**src/mbe_pkg.sv**
```systemverilog
// ----------------------------------------------------------------------------
// Mandelbrot escape-time package
// Shared types, register map, reset values and helpers.
// ----------------------------------------------------------------------------
package mbe_pkg;

  // Design defaults
  localparam int unsigned COORD_BITS_DEF = 12;
  localparam int unsigned FRAC_BITS_DEF  = 27;

  // Coordinate and product widths
  localparam int unsigned ZW = 32;
  localparam int unsigned PW = 2 * ZW;

  // Configuration port
  localparam int unsigned CFG_IDX_W  = 3;
  localparam int unsigned CFG_DATA_W = 32;

  localparam logic [CFG_IDX_W-1:0] REG_X_ORIGIN = 3'd0;
  localparam logic [CFG_IDX_W-1:0] REG_Y_ORIGIN = 3'd1;
  localparam logic [CFG_IDX_W-1:0] REG_X_STEP   = 3'd2;
  localparam logic [CFG_IDX_W-1:0] REG_Y_STEP   = 3'd3;
  localparam logic [CFG_IDX_W-1:0] REG_MAX_ITER = 3'd4;

  // Reset values (-2.0, -1.5, 2^-8, 2^-8 in Q5.27; 256 steps)
  localparam logic signed [31:0] X_ORIGIN_RST = -32'sd268435456;
  localparam logic signed [31:0] Y_ORIGIN_RST = -32'sd201326592;
  localparam logic [30:0]        X_STEP_RST   = 31'd524288;
  localparam logic [30:0]        Y_STEP_RST   = 31'd524288;
  localparam logic [15:0]        MAX_ITER_RST = 16'd256;

  // Point classes
  localparam logic [1:0] CLS_EARLY    = 2'd0;
  localparam logic [1:0] CLS_LAST     = 2'd1;
  localparam logic [1:0] CLS_INTERIOR = 2'd2;

  typedef struct packed {
    logic signed [31:0] x_origin;
    logic signed [31:0] y_origin;
    logic [30:0]        x_step;
    logic [30:0]        y_step;
    logic [15:0]        max_iterations;
  } cfg_t;

  // Clamp a wide signed value into the 32-bit coordinate range
  function automatic logic signed [ZW-1:0] sat32(input logic signed [PW-1:0] v);
    logic signed [PW-1:0] hi;
    logic signed [PW-1:0] lo;
    hi = {{(PW-ZW+1){1'b0}}, {(ZW-1){1'b1}}};
    lo = {{(PW-ZW+1){1'b1}}, {(ZW-1){1'b0}}};
    if (v > hi) begin
      sat32 = {1'b0, {(ZW-1){1'b1}}};
    end else if (v < lo) begin
      sat32 = {1'b1, {(ZW-1){1'b0}}};
    end else begin
      sat32 = v[ZW-1:0];
    end
  endfunction

endpackage

```
**src/mbe_cfg.sv**
```systemverilog
// ----------------------------------------------------------------------------
// Mandelbrot escape-time configuration registers
// Five write-only registers on a valid/ready channel.
// ----------------------------------------------------------------------------
module mbe_cfg (
  input  logic                             clk_i,
  input  logic                             rst_ni,
  input  logic                             cfg_valid_i,
  output logic                             cfg_ready_o,
  input  logic [mbe_pkg::CFG_IDX_W-1:0]    cfg_index_i,
  input  logic [mbe_pkg::CFG_DATA_W-1:0]   cfg_data_i,
  output mbe_pkg::cfg_t                    cfg_o
);
  import mbe_pkg::*;

  cfg_t cfg_q;

  // Always able to take a write
  assign cfg_ready_o = 1'b1;
  assign cfg_o       = cfg_q;

  always_ff @(posedge clk_i or negedge rst_ni) begin
    if (!rst_ni) begin
      cfg_q.x_origin       <= X_ORIGIN_RST;
      cfg_q.y_origin       <= Y_ORIGIN_RST;
      cfg_q.x_step         <= X_STEP_RST;
      cfg_q.y_step         <= Y_STEP_RST;
      cfg_q.max_iterations <= MAX_ITER_RST;
    end else if (cfg_valid_i && cfg_ready_o) begin
      case (cfg_index_i)
        REG_X_ORIGIN: cfg_q.x_origin       <= cfg_data_i;
        REG_Y_ORIGIN: cfg_q.y_origin       <= cfg_data_i;
        REG_X_STEP:   cfg_q.x_step         <= cfg_data_i[30:0];
        REG_Y_STEP:   cfg_q.y_step         <= cfg_data_i[30:0];
        REG_MAX_ITER: cfg_q.max_iterations <= cfg_data_i[15:0];
        default: ; // unmapped index, dropped
      endcase
    end
  end

endmodule

```
**src/mbe_mul.sv**
```systemverilog
// ----------------------------------------------------------------------------
// Mandelbrot escape-time shared multiplier
// Signed 32x32 multiply with a registered 64-bit product.
// ----------------------------------------------------------------------------
module mbe_mul (
  input  logic                             clk_i,
  input  logic                             en_i,
  input  logic signed [mbe_pkg::ZW-1:0]    a_i,
  input  logic signed [mbe_pkg::ZW-1:0]    b_i,
  output logic signed [mbe_pkg::PW-1:0]    p_o
);
  import mbe_pkg::*;

  logic signed [PW-1:0] p_q;

  always_ff @(posedge clk_i) begin
    if (en_i) begin
      p_q <= a_i * b_i;
    end
  end

  assign p_o = p_q;

endmodule

```
**src/mandelbrot_escape_time.sv**
```systemverilog
// ----------------------------------------------------------------------------
// Mandelbrot escape-time engine
// Iterates z = z*z + c for one pixel on a single shared multiplier.
// ----------------------------------------------------------------------------
// Usage:
//  - Input request: pixel_col_i/pixel_row_i, taken when in_valid_i is high
//    and in_stall_o is low. in_stall_o is high from the accept until the
//    result has been moved into the output register.
//  - Output request: iter_count_o, point_class_o, final_re_o, final_im_o,
//    held while out_valid_o is high and out_stall_i is high. A new pixel can
//    be accepted while the previous result still waits at the output.
//  - Config: cfg_valid_i/cfg_ready_o with cfg_index_i/cfg_data_i, write only
//    while no pixel is in flight. cfg_ready_o is always high.
//  - Sequence: an accepted pixel first forms c, then runs steps until it
//    hits the limit or escapes. The 32x32 multiplier is shared: c takes 2
//    products, each step needs zr*zr, zi*zi and zr*zi, so a step runs the
//    3 multiplies and then the update. The default limit is 256 steps.
//  - A stalled receiver holds the result in the output register; a finished
//    pixel then waits in its done state until the register frees up.
//  - Reset clears control state and loads the default view registers.
// ----------------------------------------------------------------------------
module mandelbrot_escape_time #(
  parameter int unsigned COORD_BITS = mbe_pkg::COORD_BITS_DEF,
  parameter int unsigned FRAC_BITS  = mbe_pkg::FRAC_BITS_DEF
) (
  input  logic                             clk_i,
  input  logic                             rst_ni,
  // pixel input
  input  logic                             in_valid_i,
  output logic                             in_stall_o,
  input  logic [COORD_BITS-1:0]            pixel_col_i,
  input  logic [COORD_BITS-1:0]            pixel_row_i,
  // result output
  output logic                             out_valid_o,
  input  logic                             out_stall_i,
  output logic [15:0]                      iter_count_o,
  output logic [1:0]                       point_class_o,
  output logic signed [31:0]               final_re_o,
  output logic signed [31:0]               final_im_o,
  // configuration
  input  logic                             cfg_valid_i,
  output logic                             cfg_ready_o,
  input  logic [mbe_pkg::CFG_IDX_W-1:0]    cfg_index_i,
  input  logic [mbe_pkg::CFG_DATA_W-1:0]   cfg_data_i
);
  import mbe_pkg::*;

  // |z|^2 > 4.0 in Q.(2*FRAC_BITS); above 63 bits no point can escape
  localparam bit             CAN_ESCAPE = (2 * FRAC_BITS + 2) <= 63;
  localparam logic [PW-1:0]  ESC_LIMIT  =
      CAN_ESCAPE ? (64'd1 << ((2 * FRAC_BITS + 2) % 64)) : '0;

  // Sequencer codes
  localparam logic [3:0] S_IDLE  = 4'd0;
  localparam logic [3:0] S_CRE   = 4'd1;  // col * x_step
  localparam logic [3:0] S_CIM   = 4'd2;  // c_re, row * y_step
  localparam logic [3:0] S_CFIN  = 4'd3;  // c_im
  localparam logic [3:0] S_SQRE  = 4'd4;  // limit check, zr*zr
  localparam logic [3:0] S_SQIM  = 4'd5;  // zi*zi
  localparam logic [3:0] S_ESC   = 4'd6;  // escape test, zr*zi
  localparam logic [3:0] S_UPD   = 4'd7;  // new z
  localparam logic [3:0] S_DONE  = 4'd8;  // hand off result

  cfg_t cfg;

  mbe_cfg u_cfg (
    .clk_i       (clk_i),
    .rst_ni      (rst_ni),
    .cfg_valid_i (cfg_valid_i),
    .cfg_ready_o (cfg_ready_o),
    .cfg_index_i (cfg_index_i),
    .cfg_data_i  (cfg_data_i),
    .cfg_o       (cfg)
  );

  logic [3:0]              state_q, state_d;
  logic [COORD_BITS-1:0]   col_q, row_q;
  logic signed [ZW-1:0]    cre_q, cim_q;
  logic signed [ZW-1:0]    zr_q, zi_q;
  logic signed [PW-1:0]    sr_q;
  logic signed [PW-1:0]    diff_q;
  logic [15:0]             iter_q;

  logic                    out_valid_q;
  logic [15:0]             iter_out_q;
  logic [1:0]              cls_out_q;
  logic signed [ZW-1:0]    re_out_q, im_out_q;

  // Shared multiplier
  logic                    mul_en;
  logic signed [ZW-1:0]    mul_a, mul_b;
  logic signed [PW-1:0]    prod;

  mbe_mul u_mul (
    .clk_i (clk_i),
    .en_i  (mul_en),
    .a_i   (mul_a),
    .b_i   (mul_b),
    .p_o   (prod)
  );

  always_comb begin
    mul_en = 1'b1;
    mul_a  = zr_q;
    mul_b  = zi_q;
    case (state_q)
      S_CRE: begin
        mul_a = {1'b0, cfg.x_step};
        mul_b = {{(ZW-COORD_BITS){1'b0}}, col_q};
      end
      S_CIM: begin
        mul_a = {1'b0, cfg.y_step};
        mul_b = {{(ZW-COORD_BITS){1'b0}}, row_q};
      end
      S_SQRE: begin
        mul_a = zr_q;
        mul_b = zr_q;
      end
      S_SQIM: begin
        mul_a = zi_q;
        mul_b = zi_q;
      end
      S_ESC: begin
        mul_a = zr_q;
        mul_b = zi_q;
      end
      default: mul_en = 1'b0;
    endcase
  end

  // Datapath helpers
  logic                    in_acc;
  logic                    out_free;
  logic                    at_limit;
  logic [PW-1:0]           mag;
  logic                    escaped;
  logic signed [PW-1:0]    c_sum;
  logic signed [PW-1:0]    re_next, im_next;
  logic [1:0]              cls;

  assign in_acc   = in_valid_i && !in_stall_o;
  assign out_free = !out_valid_q || !out_stall_i;
  assign at_limit = iter_q >= cfg.max_iterations;
  // sr + si <= 2^63 always fits unsigned
  assign mag      = $unsigned(sr_q) + $unsigned(prod);
  assign escaped  = CAN_ESCAPE && (mag > ESC_LIMIT);

  // origin + index*step; product is nonnegative and below 2^(31+COORD_BITS)
  assign c_sum = (state_q == S_CIM)
               ? ({{(PW-ZW){cfg.x_origin[ZW-1]}}, cfg.x_origin} + prod)
               : ({{(PW-ZW){cfg.y_origin[ZW-1]}}, cfg.y_origin} + prod);

  // floor back to FRAC_BITS, then add c
  assign re_next = (diff_q >>> FRAC_BITS) + $signed({{(PW-ZW){cre_q[ZW-1]}}, cre_q});
  assign im_next = (prod >>> (FRAC_BITS - 1)) + $signed({{(PW-ZW){cim_q[ZW-1]}}, cim_q});

  always_comb begin
    if (iter_q == cfg.max_iterations) begin
      cls = CLS_INTERIOR;
    end else if (({1'b0, iter_q} + 17'd1) == {1'b0, cfg.max_iterations}) begin
      cls = CLS_LAST;
    end else begin
      cls = CLS_EARLY;
    end
  end

  // Sequencer
  always_comb begin
    state_d = state_q;
    case (state_q)
      S_IDLE: if (in_valid_i) state_d = S_CRE;
      S_CRE:  state_d = S_CIM;
      S_CIM:  state_d = S_CFIN;
      S_CFIN: state_d = S_SQRE;
      S_SQRE: state_d = at_limit ? S_DONE : S_SQIM;
      S_SQIM: state_d = S_ESC;
      S_ESC:  state_d = escaped ? S_DONE : S_UPD;
      S_UPD:  state_d = S_SQRE;
      S_DONE: if (out_free) state_d = S_IDLE;
      default: state_d = S_IDLE;
    endcase
  end

  assign in_stall_o = (state_q != S_IDLE);

  always_ff @(posedge clk_i or negedge rst_ni) begin
    if (!rst_ni) begin
      state_q <= S_IDLE;
      iter_q  <= '0;
    end else begin
      state_q <= state_d;
      if (in_acc) begin
        iter_q <= '0;
      end else if (state_q == S_UPD) begin
        iter_q <= iter_q + 16'd1;
      end
    end
  end

  // Working registers (payload, no reset)
  always_ff @(posedge clk_i) begin
    if (in_acc) begin
      col_q <= pixel_col_i;
      row_q <= pixel_row_i;
      zr_q  <= '0;
      zi_q  <= '0;
    end
    if (state_q == S_CIM)  cre_q  <= sat32(c_sum);
    if (state_q == S_CFIN) cim_q  <= sat32(c_sum);
    if (state_q == S_SQIM) sr_q   <= prod;
    if (state_q == S_ESC)  diff_q <= sr_q - prod;
    if (state_q == S_UPD) begin
      zr_q <= sat32(re_next);
      zi_q <= sat32(im_next);
    end
  end

  // Output register
  logic load_out;
  assign load_out = (state_q == S_DONE) && out_free;

  always_ff @(posedge clk_i or negedge rst_ni) begin
    if (!rst_ni) begin
      out_valid_q <= 1'b0;
    end else if (load_out) begin
      out_valid_q <= 1'b1;
    end else if (!out_stall_i) begin
      out_valid_q <= 1'b0;
    end
  end

  always_ff @(posedge clk_i) begin
    if (load_out) begin
      iter_out_q <= iter_q;
      cls_out_q  <= cls;
      re_out_q   <= zr_q;
      im_out_q   <= zi_q;
    end
  end

  assign out_valid_o   = out_valid_q;
  assign iter_count_o  = iter_out_q;
  assign point_class_o = cls_out_q;
  assign final_re_o    = re_out_q;
  assign final_im_o    = im_out_q;

  // Checks
  a_accept_starts: assert property (@(posedge clk_i) disable iff (!rst_ni)
    in_valid_i && !in_stall_o |=> state_q == S_CRE)
    else $error("accepted pixel did not start the sequencer");

  a_result_from_done: assert property (@(posedge clk_i) disable iff (!rst_ni)
    $rose(out_valid_o) |-> $past(state_q == S_DONE))
    else $error("result raised outside done state");

  a_iter_bounded: assert property (@(posedge clk_i) disable iff (!rst_ni)
    state_q == S_UPD |-> iter_q < cfg.max_iterations)
    else $error("step taken past the iteration limit");

endmodule
```
**config.mk**
```make
export PLATFORM = sky130hd
export DESIGN_NAME = mandelbrot_escape_time
export DESIGN_NICKNAME = d
export VERILOG_FILES = /design/src/mbe_pkg.sv /design/src/mbe_cfg.sv /design/src/mbe_mul.sv /design/src/mandelbrot_escape_time.sv
export SDC_FILE = /design/constraint.sdc
export NUM_CORES = 2
export LEC_CHECK = 0
export ABC_AREA = 1
export BUFFER_PORTS_ARGS = -buffer_cell sky130_fd_sc_hd__buf_2
export CORE_ASPECT_RATIO = 1.25
export CORE_MARGIN = 10
export CORE_UTILIZATION = 45
export DETAILED_ROUTE_END_ITERATION = 16
export GPL_TIMING_DRIVEN = 0
export PLACE_DENSITY_LB_ADDON = 0.12
export SYNTH_ARGS = -nofsm -noshare
export SYNTH_HDL_FRONTEND = slang
export SYNTH_HIERARCHICAL = 1
export SYNTH_SLANG_ARGS = --single-unit
```
**constraint.sdc**
```tcl
create_clock -name clk_i -period 12.7 [get_ports clk_i]
set_clock_uncertainty 0.1 [all_clocks]
set_input_delay 1.27 -clock clk_i [delete_from_list [all_inputs] [get_ports clk_i]]
set_output_delay 1.27 -clock clk_i [all_outputs]
set_load 0.02 [all_outputs]
```
Word-level counts from Yosys, hierarchy flattened
Cells that the tools add are included.
{ "word_totals": {"reg_bits": 589, "inputBits": 64, "out_inout_bits": 85, "word_cells": 96} }
{ "op_classes": {"addsub": 8, "multipliers": 1, "n_lt_le_gt_ge": 8, "eq_ne": 17, "n_mux": 23, "reduce_logical": 18} }
{ "op_table": {"columns": ["op", "n"], "rows": [
  ["$mux 32", 9],
  ["$add 64x64->64", 3],
  ["$pmux 32 s3", 2],
  ["$gt 64x32->1 const B", 1],
  ["$gt 64x57->1 const B", 1],
  ["$lt 64x32->1 const B", 1],
  ["$mul 32x32->64", 1],
  ["$mux 64", 1],
  ["$sub 64x64->64", 1],
  ["$add 38x32->39", 1],
  ["$gt 39x32->1 const B", 1],
  ["$lt 39x32->1 const B", 1],
  ["$add 37x32->38", 1],
  ["$gt 38x32->1 const B", 1],
  ["$lt 38x32->1 const B", 1],
  ["$mux 16", 2],
  ["$pmux 4 s8", 1],
  ["$add 16x1->17 const B", 1],
  ["$eq 17x16->1", 1],
  ["$add 16x1->16 const B", 1],
  ["$eq 16x16->1", 1],
  ["$eq 4x3->1 const B", 4],
  ["$ge 16x16->1", 1],
  ["$mux 4", 4],
  ["19 further kinds", 33]
]} }

Depth between registers and ports, before layout
{ "depth": {"word_depth": 5, "ltp_mapped": 42} }

Cells and area by module
Netlist, hierarchy kept.
{ "by_module_without_submodules": {"columns": ["mod", "instances", "cells_each", "area_per_inst_um2", "seq_area_each_um2"], "rows": [
  ["mbe_mul", 1, 5054, 40525.1, 1921.8],
  ["mandelbrot_escape_time", 1, 5012, 34255.4, 10585.2],
  ["mbe_cfg", 1, 627, 5684.2, 3568.4]
]} }

Worst setup path after synthesis
No wires, ideal clock.
{ "synth_path": {"path_type": "register to register", "start": "register state_q[2]", "end": "register u_mul.p_q[44] (netlist: u_mul/p_o[44]), data pin", "setup_time_ps": 259, "arrival_time_ps": 8909, "required_time_ps": 12341, "setup_slack_ps": 3432, "stages_incl_launch_ff": 33, "n_path_buf": 2, "period_less_slack_ps": 9268, "path_cell_list": "dfrtp_1 > inv_1 > nor2_1 > nand2_1 > inv_2 > clkbuf_1 > nand2_1 > nand4_1 > clkbuf_1 > nand2_1 > fa_1 > fa_1 > inv_1 > fa_1 > inv_1 > fa_1 > inv_1 > fa_1 > fa_1 > fa_1 > inv_1 > fa_1 > inv_1 > ha_1 > nand2_1 > inv_1 > a21oi_1 > inv_1 > a21oi_1 > nand2_1 > nand2_1 > nand3_1 > xor2_1"} }
{ "synth_between": {"elab_chain_len": 3, "word_cells_on_any_way": 7, "cone_classes": "mul (1); eq/ne (4); mux (2)"} }
{ "synth_rtl": {"columns": ["item", "line", "rtl"], "rows": [
  ["start: declaration", "mandelbrot_escape_time.sv:76", "logic [3:0] state_q, state_d;"],
  ["start signal: assignment", "mandelbrot_escape_time.sv:191", "state_q <= state_d;"],
  ["$eq 4x3->1 (tied with other cells)", "mandelbrot_escape_time.sv:106", "case (state_q)"],
  ["$pmux 32 s3 *", "mandelbrot_escape_time.sv:106", null],
  ["via mul_a[9]", "mandelbrot_escape_time.sv:91", "logic signed [ZW-1:0] mul_a, mul_b;"],
  ["$mul 32x32->64 *", "mbe_mul.sv:18", "p_q <= a_i * b_i;"],
  ["end signal: assignment", "mbe_mul.sv:18", null],
  ["end: declaration", "mbe_mul.sv:14", "logic signed [PW-1:0] p_q;"]
]} }
The timed path passes the listed nets; every way through them passes the cells marked *.
A chain may end at the register's enable or synchronous reset.

Final worst setup path
{ "layout_path": {"start": "register state_q[0]", "end": "register u_mul.p_q[56] (netlist: u_mul/p_o[56]), data pin"} }
{ "layout_between": {"elab_chain_len": 3, "word_cells_on_any_way": 7, "cone_classes": "mul (1); eq/ne (4); mux (2)"} }
{ "layout_rtl": {"columns": ["item", "line"], "rows": [
  ["$eq 4x3->1 (tied with other cells)", "mandelbrot_escape_time.sv:106"],
  ["$pmux 32 s3 *", "mandelbrot_escape_time.sv:106"],
  ["via mul_b[12]", "mandelbrot_escape_time.sv:91"],
  ["$mul 32x32->64 *", "mbe_mul.sv:18"]
]} }
Marks and branches as above.

==> flow_summary.ini <==
[run_status]
outcome = finished, violations left
failed_checks = capacitance limit, slew limit

[cts]
clk_latency_ps = 720
cts_buffers = 66
clkTransAtPathRegs_ps = 60
hold_buffers = 0
cts_root_buf = clkbuf_16
ctsHtreeMaxLevel = 3
post_cts_resized = 0
clock-sinks = 562
tritoncts = yes
post_cts_buffers = 0
clk_path_buf_depth = 3

[setup_path]
worst-path-max-fanout = 10
crit_arrival_ps = 12750
rr_startpoint = state_q[0]
r2r-end = u_mul/p_o[56]
cp.required_ps = 13070
critPathSlowestCell = fa_1
critPathMaxStageDelay_ps = 1000
end_kind = flip-flop
reg2regPathDepth = 35
path_class = reg2reg
worst-r2r-setup-slack_ps = 330
critPathLaunch = state_q[0]
endpoint = u_mul/p_o[56]
worstSetupStartpointType = flip-flop

[floorplanning]
initial_core_util_pct = 45.3
die-area_sq_um = 196000
die_height_um = 493
row_count = 173
io_pins = 149
die_w_um = 398
core-area_sq_um = 178000

[synth]
syn_inst = 10700
synth.net_count = 12300
synth_area_per_cell_sq_um = 7.52
synth_edf_count = 399
syn_area_sq_um = 80500
async_flop_share_pct = 29.0
synth_cell_type_count = 67
ys_ff_latch = 562
synth_top_cell_by_area = fa_1
yosysSeqAreaShare_pct = 20.0
synth_top_cell_area_share_pct = 27.0
synth_area_leaders = fa_1, nand2_1, edfxtp_1
ys.flop_type = edfxtp_1
yosysWarnings = 6

[drt]
vias = 72200
drtIter0Drc = 6595
via_per_inst = 5.41
wl_per_cell_um = 26.8
first_pass_iters = 7
wl_um = 358000
drc = 0
antenna_left = 0

[global_routing]
grt-ovfl-total = 0
gr-usage-all-layers_pct = 36.0
grt_pass1_wl_um = 506000
grt_pass1_vias = 72400
grt_max_degree = 87
antenna_found_initial = 25

[finish]
syn_to_final_growth_pct = 8.07
final_common_cell = nand2_1
num-nets-final = 12600
multi_input_area_sq_um = 53600
most-common-layout-cells = nand2_1, inv_1, fa_1
layout.cells.non_filler = 13400
fillers = 18000
seqCellArea_sq_um = 16100
drive_gt1_share_pct = 5.03

[sta]
drv_slew = 12
min_period_ps = 12370
fmax_ghz = 0.0808
period_share_pct = 97.4
rsz0062_at_grt = no
hold_violations = 0
worst_pin_slew_ps = 1550
maxSlewHeadroom_pct = -3.28
setup_viol = 0
fin_setup_tns_ps = 0

[flow_run]
cap_violations = 2

[placement]
port_buffers = 147
routabilityCongestion = 1.09
dp_hpwl_um = 308000
place_inst = 13200

[min_path]
hold_start = u_cfg/cfg_o[141]
hold_path_class = reg2reg
[critical path: cells and delay by family (launching register included)]
family          cells  cell delay, ps
compound gates      2            1240
fa+ha+maj           9            5190
buf+inv            11            2970
flops               1             380
simple gates       13            2220
[synth_stat cells (6+ instances only)]
| cell type | instances |
|---|---|
| o21a_1 | 27 |
| buf_4 | 18 |
| o21ai_1 | 10 |
| a221oi_1 | 7 |
| nand4_1 | 96 |
| ha_1 | 465 |
| nor2_2 | 37 |
| nand3b_1 | 29 |
| clkbuf_1 | 224 |
| nand2_2 | 24 |
| o21ai_0 | 225 |
| buf_6 | 16 |
| o22ai_1 | 12 |
| a31oi_1 | 40 |
| o21bai_1 | 41 |
| nand3_2 | 17 |
| or2_2 | 10 |
| nand3_1 | 374 |
| dfstp_2 | 12 |
| xor2_1 | 188 |
| nor3_1 | 66 |
| o2111ai_1 | 18 |
| a21o_1 | 27 |
| nor4_1 | 20 |
| a22o_1 | 7 |
| nor2_1 | 687 |
| inv_1 | 2458 |
| nor3_2 | 8 |
| dfrtp_1 | 151 |
| edfxtp_1 | 399 |
| a21oi_1 | 453 |
| fa_1 | 1086 |
| buf_2 | 64 |
| nand2_1 | 3220 |
| inv_2 | 19 |
| a21boi_0 | 6 |
| o21ai_2 | 7 |
| xnor2_1 | 42 |
| a21oi_2 | 7 |
| o211ai_1 | 12 |
[stage by stage]
stage | utilization [%] | hold WS, ps | setup slack (ps) | instance area [sq um]
floorplan | - | 326 | 3430 | 80500
global placement | 47.4 | 348 | -585 | 84200
detailed placement | 47.6 | 352 | 665 | 84700
CTS | 48.9 | 360 | 627 | 86900
global route | 48.9 | 380 | 125 | 86900
finish | 48.9 | 362 | 327 | 87000
[final cells by class]
class	count	area share, %
clock inverter	46	0.666
timing repair buffer	174	1.34
buffer	331	1.75
antenna	12	0.0345
inverter	2481	10.7
sequential	562	18.5
multi-input combinational	7319	61.7
tap	2362	3.40
clock buffer	75	1.94
[kinds of logic (layout without fill, tap and decap cells)]
group | after synthesis | count (layout) | synth area share, %
AND/OR/NAND/NOR | 4614 | 4614 | 23.3
other | 1 | 13 | 0.00466
buffers and inverters | 2812 | 3107 | 13.5
AO/OA/AOI/OAI | 922 | 922 | 6.50
adder cells (fa/ha/maj) | 1551 | 1551 | 34.2
XOR/XNOR | 231 | 231 | 2.52
flip-flops | 562 | 562 | 20.0
[flip-flops by register name, indices dropped and copies added, names as in the netlist, 32 cells and up]
signal and flops:
final_re_o 32, sr_q 64, diff_q 37, cre_q 32, zr_q 32, zi_q 32
final_im_o 32, u_mul/p_o 64, cim_q 32, u_cfg/cfg_o 142
[layer usage]
layer,global-route usage (%),vias to the layer above,wire (um)
met5,0,-,64
met4,29.3,10,36200
met3,7.57,919,29600
met2,57.5,3267,163000
met1,41.5,35400,129000
li1,-,32700,-
[worst min-delay path by stage]
stage / endpoint / cells past startpoint / slack, ps
after floorplan: final_im_o[12] / 0 / 330
after global routing: u_cfg/cfg_o[140] / 2 / 380
after CTS: u_cfg/cfg_o[108] / 2 / 360
after global placement: u_cfg/cfg_o[106] / 2 / 350
final: u_cfg/cfg_o[141] / 2 / 360
after detailed placement: u_cfg/cfg_o[108] / 2 / 350
Power is left out: the tool's default activity adds up to more than one toggle a clock period on the data nets, which glitch-free logic cannot reach.
